File: config.mk
export PLATFORM = sky130hd
export DESIGN_NAME = byte_text_escaper_top
export DESIGN_NICKNAME = d
export VERILOG_FILES = /design/src/hdl/bte_pkg.sv /design/src/hdl/bte_front.sv /design/src/hdl/bte_queue.sv /design/src/hdl/bte_back.sv /design/src/hdl/byte_text_escaper_top.sv
export SDC_FILE = /design/constraint.sdc
export NUM_CORES = 1
export LEC_CHECK = 0
export ABC_AREA = 1
export BUFFER_PORTS_ARGS = -buffer_cell sky130_fd_sc_hd__clkbuf_2
export CORE_ASPECT_RATIO = 1.75
export CORE_MARGIN = 1.5
export CORE_UTILIZATION = 51
export DETAILED_ROUTE_END_ITERATION = 8
export PLACE_DENSITY = 0.7
export SKIP_CTS_REPAIR_TIMING = 1
export SLEW_MARGIN = 30
export SYNTH_ARGS = -nofsm -noshare
export SYNTH_HDL_FRONTEND = slang
export SYNTH_SLANG_ARGS = --single-unit
export TNS_END_PERCENT = 100
File: constraint.sdc
create_clock -name clock -period 5.4 [get_ports clock]
set_input_delay 0.27 -clock clock [delete_from_list [all_inputs] [get_ports clock]]
set_output_delay 0.27 -clock clock [all_outputs]
set_load 0.02 [all_outputs]
File: src/hdl/bte_pkg.sv
// ----------------------------------------------------------------------------
// bte_pkg
// Shared types, constants and character helpers for the byte text escaper.
// ----------------------------------------------------------------------------
`default_nettype none

package bte_pkg;

   localparam int MaxChars   = 6;   // longest escape run (html entity of 100..255)
   localparam int QueueDepth = 2;   // default depth of the front-to-back queue

   typedef enum logic [1:0] {
      MODE_PERCENT = 2'd0,
      MODE_BSLASH  = 2'd1,
      MODE_HTML    = 2'd2,
      MODE_URL     = 2'd3
   } mode_type;

   localparam logic [7:0] ChPercent = 8'h25;
   localparam logic [7:0] ChBslash  = 8'h5C;
   localparam logic [7:0] ChX       = 8'h78;
   localparam logic [7:0] ChAmp     = 8'h26;
   localparam logic [7:0] ChHash    = 8'h23;
   localparam logic [7:0] ChSemi    = 8'h3B;
   localparam logic [7:0] ChPlus    = 8'h2B;
   localparam logic [7:0] ChSpace   = 8'h20;
   localparam logic [7:0] ChZero    = 8'h30;
   localparam logic [7:0] ChNine    = 8'h39;
   localparam logic [7:0] ChUpperA  = 8'h41;
   localparam logic [7:0] ChUpperZ  = 8'h5A;
   localparam logic [7:0] ChLowerA  = 8'h61;
   localparam logic [7:0] ChLowerZ  = 8'h7A;

   // One classified item: the characters of its run, first in slot 0.
   typedef struct packed {
      logic [2:0]                  len;
      logic [MaxChars-1:0][7:0]    chars;
   } desc_type;

   function automatic logic [7:0] hex_char(input logic [3:0] nib);
      logic [7:0] n8;
      n8 = {4'd0, nib};
      return (nib < 4'd10) ? (ChZero + n8) : (ChLowerA + n8 - 8'd10);
   endfunction

   function automatic logic is_alnum(input logic [7:0] b);
      return (b >= ChZero && b <= ChNine) ||
             (b >= ChUpperA && b <= ChUpperZ) ||
             (b >= ChLowerA && b <= ChLowerZ);
   endfunction

endpackage

`default_nettype wire

File: src/hdl/bte_front.sv
// ----------------------------------------------------------------------------
// bte_front
// Classifies one raw byte into its escape run (characters plus length).
// ----------------------------------------------------------------------------
`default_nettype none

module bte_front (
   input  wire logic [7:0]       in_byte,
   input  wire logic [1:0]       mode,
   output bte_pkg::desc_type     desc
);

   logic [1:0]  hund;
   logic [6:0]  rem;     // byte minus hundreds, below 100
   logic [14:0] prod;    // rem * 205, >> 11 gives rem / 10 for rem < 180
   logic [3:0]  tens;
   logic [3:0]  ones;
   logic [7:0]  hund_c;
   logic [7:0]  tens_c;
   logic [7:0]  ones_c;
   logic [7:0]  hex_hi;
   logic [7:0]  hex_lo;

   always_comb begin
      priority if (in_byte >= 8'd200) begin
         hund = 2'd2;
         rem  = 7'(in_byte - 8'd200);
      end else if (in_byte >= 8'd100) begin
         hund = 2'd1;
         rem  = 7'(in_byte - 8'd100);
      end else begin
         hund = 2'd0;
         rem  = in_byte[6:0];
      end
      prod   = 15'(rem) * 15'd205;
      tens   = prod[14:11];
      ones   = 4'(rem - 7'(tens) * 7'd10);
      hund_c = bte_pkg::ChZero + {6'd0, hund};
      tens_c = bte_pkg::ChZero + {4'd0, tens};
      ones_c = bte_pkg::ChZero + {4'd0, ones};
      hex_hi = bte_pkg::hex_char(in_byte[7:4]);
      hex_lo = bte_pkg::hex_char(in_byte[3:0]);
   end

   always_comb begin
      desc = '0;
      unique case (bte_pkg::mode_type'(mode))
         bte_pkg::MODE_PERCENT: begin
            desc.len      = 3'd3;
            desc.chars[0] = bte_pkg::ChPercent;
            desc.chars[1] = hex_hi;
            desc.chars[2] = hex_lo;
         end
         bte_pkg::MODE_BSLASH: begin
            desc.len      = 3'd4;
            desc.chars[0] = bte_pkg::ChBslash;
            desc.chars[1] = bte_pkg::ChX;
            desc.chars[2] = hex_hi;
            desc.chars[3] = hex_lo;
         end
         bte_pkg::MODE_HTML: begin
            desc.chars[0] = bte_pkg::ChAmp;
            desc.chars[1] = bte_pkg::ChHash;
            priority if (hund != 2'd0) begin
               desc.len      = 3'd6;
               desc.chars[2] = hund_c;
               desc.chars[3] = tens_c;
               desc.chars[4] = ones_c;
               desc.chars[5] = bte_pkg::ChSemi;
            end else if (tens != 4'd0) begin
               desc.len      = 3'd5;
               desc.chars[2] = tens_c;
               desc.chars[3] = ones_c;
               desc.chars[4] = bte_pkg::ChSemi;
            end else begin
               desc.len      = 3'd4;
               desc.chars[2] = ones_c;
               desc.chars[3] = bte_pkg::ChSemi;
            end
         end
         bte_pkg::MODE_URL: begin
            priority if (bte_pkg::is_alnum(in_byte)) begin
               desc.len      = 3'd1;
               desc.chars[0] = in_byte;
            end else if (in_byte == bte_pkg::ChSpace) begin
               desc.len      = 3'd1;
               desc.chars[0] = bte_pkg::ChPlus;
            end else begin
               desc.len      = 3'd3;
               desc.chars[0] = bte_pkg::ChPercent;
               desc.chars[1] = hex_hi;
               desc.chars[2] = hex_lo;
            end
         end
         default: desc = '0;
      endcase
   end

endmodule

`default_nettype wire

File: src/hdl/bte_queue.sv
// ----------------------------------------------------------------------------
// bte_queue
// Small FIFO of classified items between front and back.
// ----------------------------------------------------------------------------
`default_nettype none

module bte_queue #(
   parameter int DEPTH = bte_pkg::QueueDepth   // 2 or more
) (
   input  wire logic             clock,
   input  wire logic             reset,
   input  wire logic             push,
   input  bte_pkg::desc_type     push_desc,
   output logic                  not_full,
   input  wire logic             pop,
   output logic                  not_empty,
   output bte_pkg::desc_type     head_desc
);

   localparam int AW = $clog2(DEPTH);
   localparam int CW = $clog2(DEPTH + 1);
   localparam logic [AW-1:0] LastPtr = AW'(DEPTH - 1);
   localparam logic [CW-1:0] Full    = CW'(DEPTH);

   bte_pkg::desc_type  mem_ff [DEPTH];
   logic [AW-1:0]      wr_ptr_ff;
   logic [AW-1:0]      rd_ptr_ff;
   logic [CW-1:0]      cnt_ff;
   logic [CW-1:0]      cnt_in;

   assign not_full  = (cnt_ff != Full);
   assign not_empty = (cnt_ff != '0);
   assign head_desc = mem_ff[rd_ptr_ff];

   always_comb begin
      cnt_in = cnt_ff;
      if (push && !pop) begin
         cnt_in = cnt_ff + CW'(1);
      end else if (pop && !push) begin
         cnt_in = cnt_ff - CW'(1);
      end
   end

   always_ff @(posedge clock) begin
      if (push) begin
         mem_ff[wr_ptr_ff] <= push_desc;
      end
   end

   always_ff @(posedge clock) begin
      if (reset) begin
         wr_ptr_ff <= '0;
         rd_ptr_ff <= '0;
         cnt_ff    <= '0;
      end else begin
         cnt_ff <= cnt_in;
         if (push) begin
            wr_ptr_ff <= (wr_ptr_ff == LastPtr) ? '0 : wr_ptr_ff + AW'(1);
         end
         if (pop) begin
            rd_ptr_ff <= (rd_ptr_ff == LastPtr) ? '0 : rd_ptr_ff + AW'(1);
         end
      end
   end

endmodule

`default_nettype wire

File: src/hdl/bte_back.sv
// ----------------------------------------------------------------------------
// bte_back
// Serializes the head item's run into an output register, one character per
// cycle while out_ready allows; pops the queue on the last character.
// ----------------------------------------------------------------------------
`default_nettype none

module bte_back (
   input  wire logic             clock,
   input  wire logic             reset,
   input  wire logic             head_valid,
   input  bte_pkg::desc_type     head_desc,
   output logic                  pop,
   output logic                  out_valid,
   input  wire logic             out_ready,
   output logic [7:0]            out_char,
   output logic                  out_last
);

   logic       valid_ff;
   logic [7:0] char_ff;
   logic       last_ff;
   logic [2:0] idx_ff;
   logic       advance;
   logic       is_last;

   assign advance   = !valid_ff || out_ready;
   assign is_last   = (idx_ff == head_desc.len - 3'd1);
   assign pop       = advance && head_valid && is_last;
   assign out_valid = valid_ff;
   assign out_char  = char_ff;
   assign out_last  = last_ff;

   always_ff @(posedge clock) begin
      if (advance && head_valid) begin
         char_ff <= head_desc.chars[idx_ff];
         last_ff <= is_last;
      end
   end

   always_ff @(posedge clock) begin
      if (reset) begin
         valid_ff <= 1'b0;
         idx_ff   <= '0;
      end else if (advance) begin
         valid_ff <= head_valid;
         if (head_valid) begin
            idx_ff <= is_last ? 3'd0 : idx_ff + 3'd1;
         end
      end
   end

endmodule

`default_nettype wire

File: src/hdl/byte_text_escaper_top.sv
// ----------------------------------------------------------------------------
// byte_text_escaper_top
// Escapes one raw byte per item into a run of ASCII characters.
// ----------------------------------------------------------------------------
//
//  channel   dir  handshake              payload
//  req_      in   req_tvalid/req_tready  tdata[7:0] = in_byte
//  rsp_      out  rsp_tvalid/rsp_tready  tdata[7:0] = out_char, tlast = last_char
//  csr_      in   csr_wr_en              wr_data[1:0] = escape_mode
//
//  Output runs at one character per cycle while rsp_tready allows, from the
//  single-character back-end serializer; a byte's run is 1 to 6 characters.
//  Input accepts one byte per cycle while the queue has room (QUEUE_DEPTH).
//  An accepted byte passes the queue, then the output register, to rsp_.
//  reset is synchronous, active high; it empties the queue and output
//  register and sets escape_mode to percent-hex.
//  rsp_tready low holds the output register; the queue then fills and
//  req_tready drops.
// ----------------------------------------------------------------------------
`default_nettype none

module byte_text_escaper_top #(
   parameter int QUEUE_DEPTH = bte_pkg::QueueDepth
) (
   input  wire logic        clock,
   input  wire logic        reset,
   // byte input
   input  wire logic        req_tvalid,
   output logic             req_tready,
   input  wire logic [7:0]  req_tdata,    // [7:0] in_byte
   // character output
   output logic             rsp_tvalid,
   input  wire logic        rsp_tready,
   output logic [7:0]       rsp_tdata,    // [7:0] out_char
   output logic             rsp_tlast,    // last_char
   // mode register
   input  wire logic        csr_wr_en,
   input  wire logic [1:0]  csr_wr_data   // [1:0] escape_mode
);

   logic [1:0]         mode_ff;
   bte_pkg::desc_type  front_desc;
   bte_pkg::desc_type  head_desc;
   logic               push;
   logic               q_not_full;
   logic               q_valid;
   logic               q_pop;

   always_ff @(posedge clock) begin
      if (reset) begin
         mode_ff <= bte_pkg::MODE_PERCENT;
      end else if (csr_wr_en) begin
         mode_ff <= csr_wr_data;
      end
   end

   assign req_tready = q_not_full;
   assign push       = req_tvalid && q_not_full;

   // Front: classify the byte under the current mode
   bte_front u_front (
      .in_byte (req_tdata),
      .mode    (mode_ff),
      .desc    (front_desc)
   );

   // Queue decouples acceptance from character output
   bte_queue #(
      .DEPTH (QUEUE_DEPTH)
   ) u_queue (
      .clock     (clock),
      .reset     (reset),
      .push      (push),
      .push_desc (front_desc),
      .not_full  (q_not_full),
      .pop       (q_pop),
      .not_empty (q_valid),
      .head_desc (head_desc)
   );

   // Back: one character per cycle into the output register; rsp_tready stalls it
   bte_back u_back (
      .clock      (clock),
      .reset      (reset),
      .head_valid (q_valid),
      .head_desc  (head_desc),
      .pop        (q_pop),
      .out_valid  (rsp_tvalid),
      .out_ready  (rsp_tready),
      .out_char   (rsp_tdata),
      .out_last   (rsp_tlast)
   );

   // Queued run lengths are always 1..6
   a_len_range: assert property (@(posedge clock) disable iff (reset)
      q_valid |-> (head_desc.len >= 3'd1 && head_desc.len <= 3'd6))
      else $error("queued run length out of range");

   // Pop only from a non-empty queue
   a_pop_nonempty: assert property (@(posedge clock) disable iff (reset)
      q_pop |-> q_valid)
      else $error("pop from empty queue");

   // A pop always puts the run's last character in the output register
   a_pop_last: assert property (@(posedge clock) disable iff (reset)
      q_pop |=> (rsp_tvalid && rsp_tlast))
      else $error("pop without last character");

   // An accepted byte is in the queue next cycle
   a_push_visible: assert property (@(posedge clock) disable iff (reset)
      push |=> q_valid)
      else $error("accepted item not queued");

endmodule

`default_nettype wire
==> metrics.txt <==
Cells after Synth=around 660; final hold violations=0; max-cap viol count=0; Final Slew Violations=0; WP data arrival=about 5.2 ns; top cells by count, synth=nand2_1, edfxtp_1, nor2_1; overall global routing resource usage=0.2567; post-DR wirelength/cell=17.93 um; Synth area leaders=edfxtp_1, ha_1, o21ai_0; CP startpoint kind=input port; Vias/cell=between 5 and 6; Tmin final=~5.2 ns; Critical R2R Capture=u_queue.cnt_ff[1]; final core utilization=0.6107; Post-Synthesis Mean Instance Area=roughly 9.4 um2; Setup violations, final=0; period utilization=0.9538; CTS clk-pin slew, worst paths=approximately 0.070 ns; TritonCTS clock tree=yes; Synth Register Bits=96; Main synth FF type=edfxtp_1; Worst Skew=roughly 0.007 ns; CP Buf/Inv Count=6; EDFF count, synth=between 80 and 90; sequential area share after synthesis=0.4479; 1st-pass router iterations=7; Crit Path Category=in2reg; Worst Hold Depth=2; cell taking the most area after synthesis=edfxtp_1; clock buffer depth=2; worst vdd ir=0.3735 mV; Sequential Area=approximately 0.0028 mm2; Port Buffers=25; antenna violations before repair=0; crit-path max FO=5; worst slew pin tran=between 0.6 and 0.7 ns; Synth cell types=48; P&R area growth vs syn=17.74%; RSZ-0062 raised after global routing=no; Slowest-stage cell, CP=fa_1; worst skew pair latency=about 0.34 ns; WHS Endpoint=u_queue.rd_ptr_ff; clock buffer count from CTS=9; asr flop ratio synth=0; Worst Hold Class=in2reg; Layout fillers=around 970; depth of the worst register-to-register path=13; Power Density=approximately 500 mW/mm2; status=finished, final reports clean; effective utilization at floorplan=0.5187; GRT Residual Overflow=0; required time of the critical path=5.47 ns; Final nets=around 810; CP delay by family, top=adder cells; DR vias=5,118; worst reg-to-reg setup slack=about 2.5 ns; gpl congestion=0.9541; CP max stage delay=0.50 ns; number of global-route vias before repair=roughly 5,300; fmax=roughly 190 MHz; area of the multi-input gates=0.003197 mm2; DP Wirelength=12.00 mm; Critical Path Start=req_tdata[0]; most used cell, CP=nand2_1; worst setup margin=around 0.25 ns; FP Rows=between 50 and 60; hold path start=reset; first-pass GRT wire length=approximately 25 mm; antenna cell count=0; synth warn=0; Die W=between 80 and 90 um; placed cell count=855; Detail Route Antenna Nets=0; CORE AREA=around 0.012 mm2; Setup crit end kind=flop; die area=~0.013 mm2; layout cells sized above 1=0.1970; I/O Pins=26; most common cell in the netlist=nand2_1; post-synth top area share=0.4123; Initial DRC Count=between 200 and 300; aggregate routed wire length=15.66 mm; Die Y=~150 um; Post-route DRC=0; CTS Sinks=96; clk root buf=clkbuf_16; pin count of the biggest net entering global routing=40; H-tree lvl count=3; post-placement setup slack=-0.2735 ns; Layout Cells excl Fill=873; Leak=0.003095 uW; synthesized cell area=0.006191 mm2; relative slew slack=0.5533
[routing by layer]
layer	track usage	up-vias	part of all wire
li1	-	2422	-
met1	0.2523	2432	0.34
met2	0.4898	195	0.56
met3	0.02988	69	0.033
met4	0.1694	0	0.067
met5	0	-	0
[final cells by class]
class,count,share of cell area
Tap cell,137,0.02352
Clock inverter,6,0.009097
Inverter,79,0.04154
Sequential cell,96,0.3804
Clock buffer,10,0.03278
Multi-Input combinational cell,470,0.4386
Timing Repair Buffer,75,0.07415
[stage by stage]
step | total power, uW | area [um2] | hold WS [ns] | setup TNS (ns)
floorplan | 2318 | 6217 | 0.3424 | 0
global placement | 2849 | 6792 | 0.4747 | -0.7873
detailed placement | 2944 | 6847 | 0.5003 | -2.259
CTS | 3585 | 7152 | 0.1467 | 0
global route | 4008 | 7289 | 0.1622 | 0
finish | 3755 | 7289 | 0.1544 | 0
[worst max-delay path by stage]
stage | end | slack (ns) | cells after the start
2_1_floorplan | u_queue.mem_ff[0][27] | 0.02 | 29
3_3_place_gp | u_queue.mem_ff[0][27] | -0.09 | 28
3_5_place_dp | u_queue.mem_ff[1][27] | -0.27 | 27
4_1_cts | u_queue.mem_ff[0][27] | 0.07 | 27
5_1_grt | u_queue.mem_ff[0][27] | 0.004 | 31
6_report | u_queue.mem_ff[0][27] | 0.25 | 30
[cell usage in the layout, fill, tap and decap left out, types with 3 or more instances in the layout]
cell        instances
a21oi_1            25
a21oi_2             8
a31oi_1             4
buf_4              48
clkbuf_16           9
clkbuf_2           25
clkinvlp_4          4
dfxtp_1            11
edfxtp_1           85
fa_1                8
ha_1               52
ha_4                4
inv_1              73
nand2_1            90
nand2_2             7
nand2_4             5
nand3_1            28
nand3_2             3
nand3b_1            5
nand4_1             5
nor2_1             73
nor2_2              3
nor2_4              5
o211ai_1            6
o21ai_0            70
o21ai_1             4
o221ai_1            8
o22ai_1            11
o31ai_1             3
xor2_1             11
[report_power, final]
group          switching, uW  leakage (uW)  internal (uW)  total (uW)
logic                   1240       0.00206            778        2010
registers               70.9      0.000896           1030        1100
clock network            270      0.000141            372         642
total                   1580       0.00309           2180        3760
[registers in the layout, summed over array words and instances (netlist names), 2 cells and up, named ones only]
register	flops
mode_ff	2
u_queue.mem_ff	76
u_back.idx_ff	3
u_queue.cnt_ff	2
u_back.out_char	8
[cells by family after synthesis]
kind of cell / synth area share
xor+xnor: 0.02122
mux: 0.003234
fa+ha+maj: 0.1463
buf+inv: 0.06124
other cells: 0.0006057
compound gates: 0.1405
simple gates: 0.1791
flops: 0.4479
Note: power is estimated with default switching activity, not from simulation.
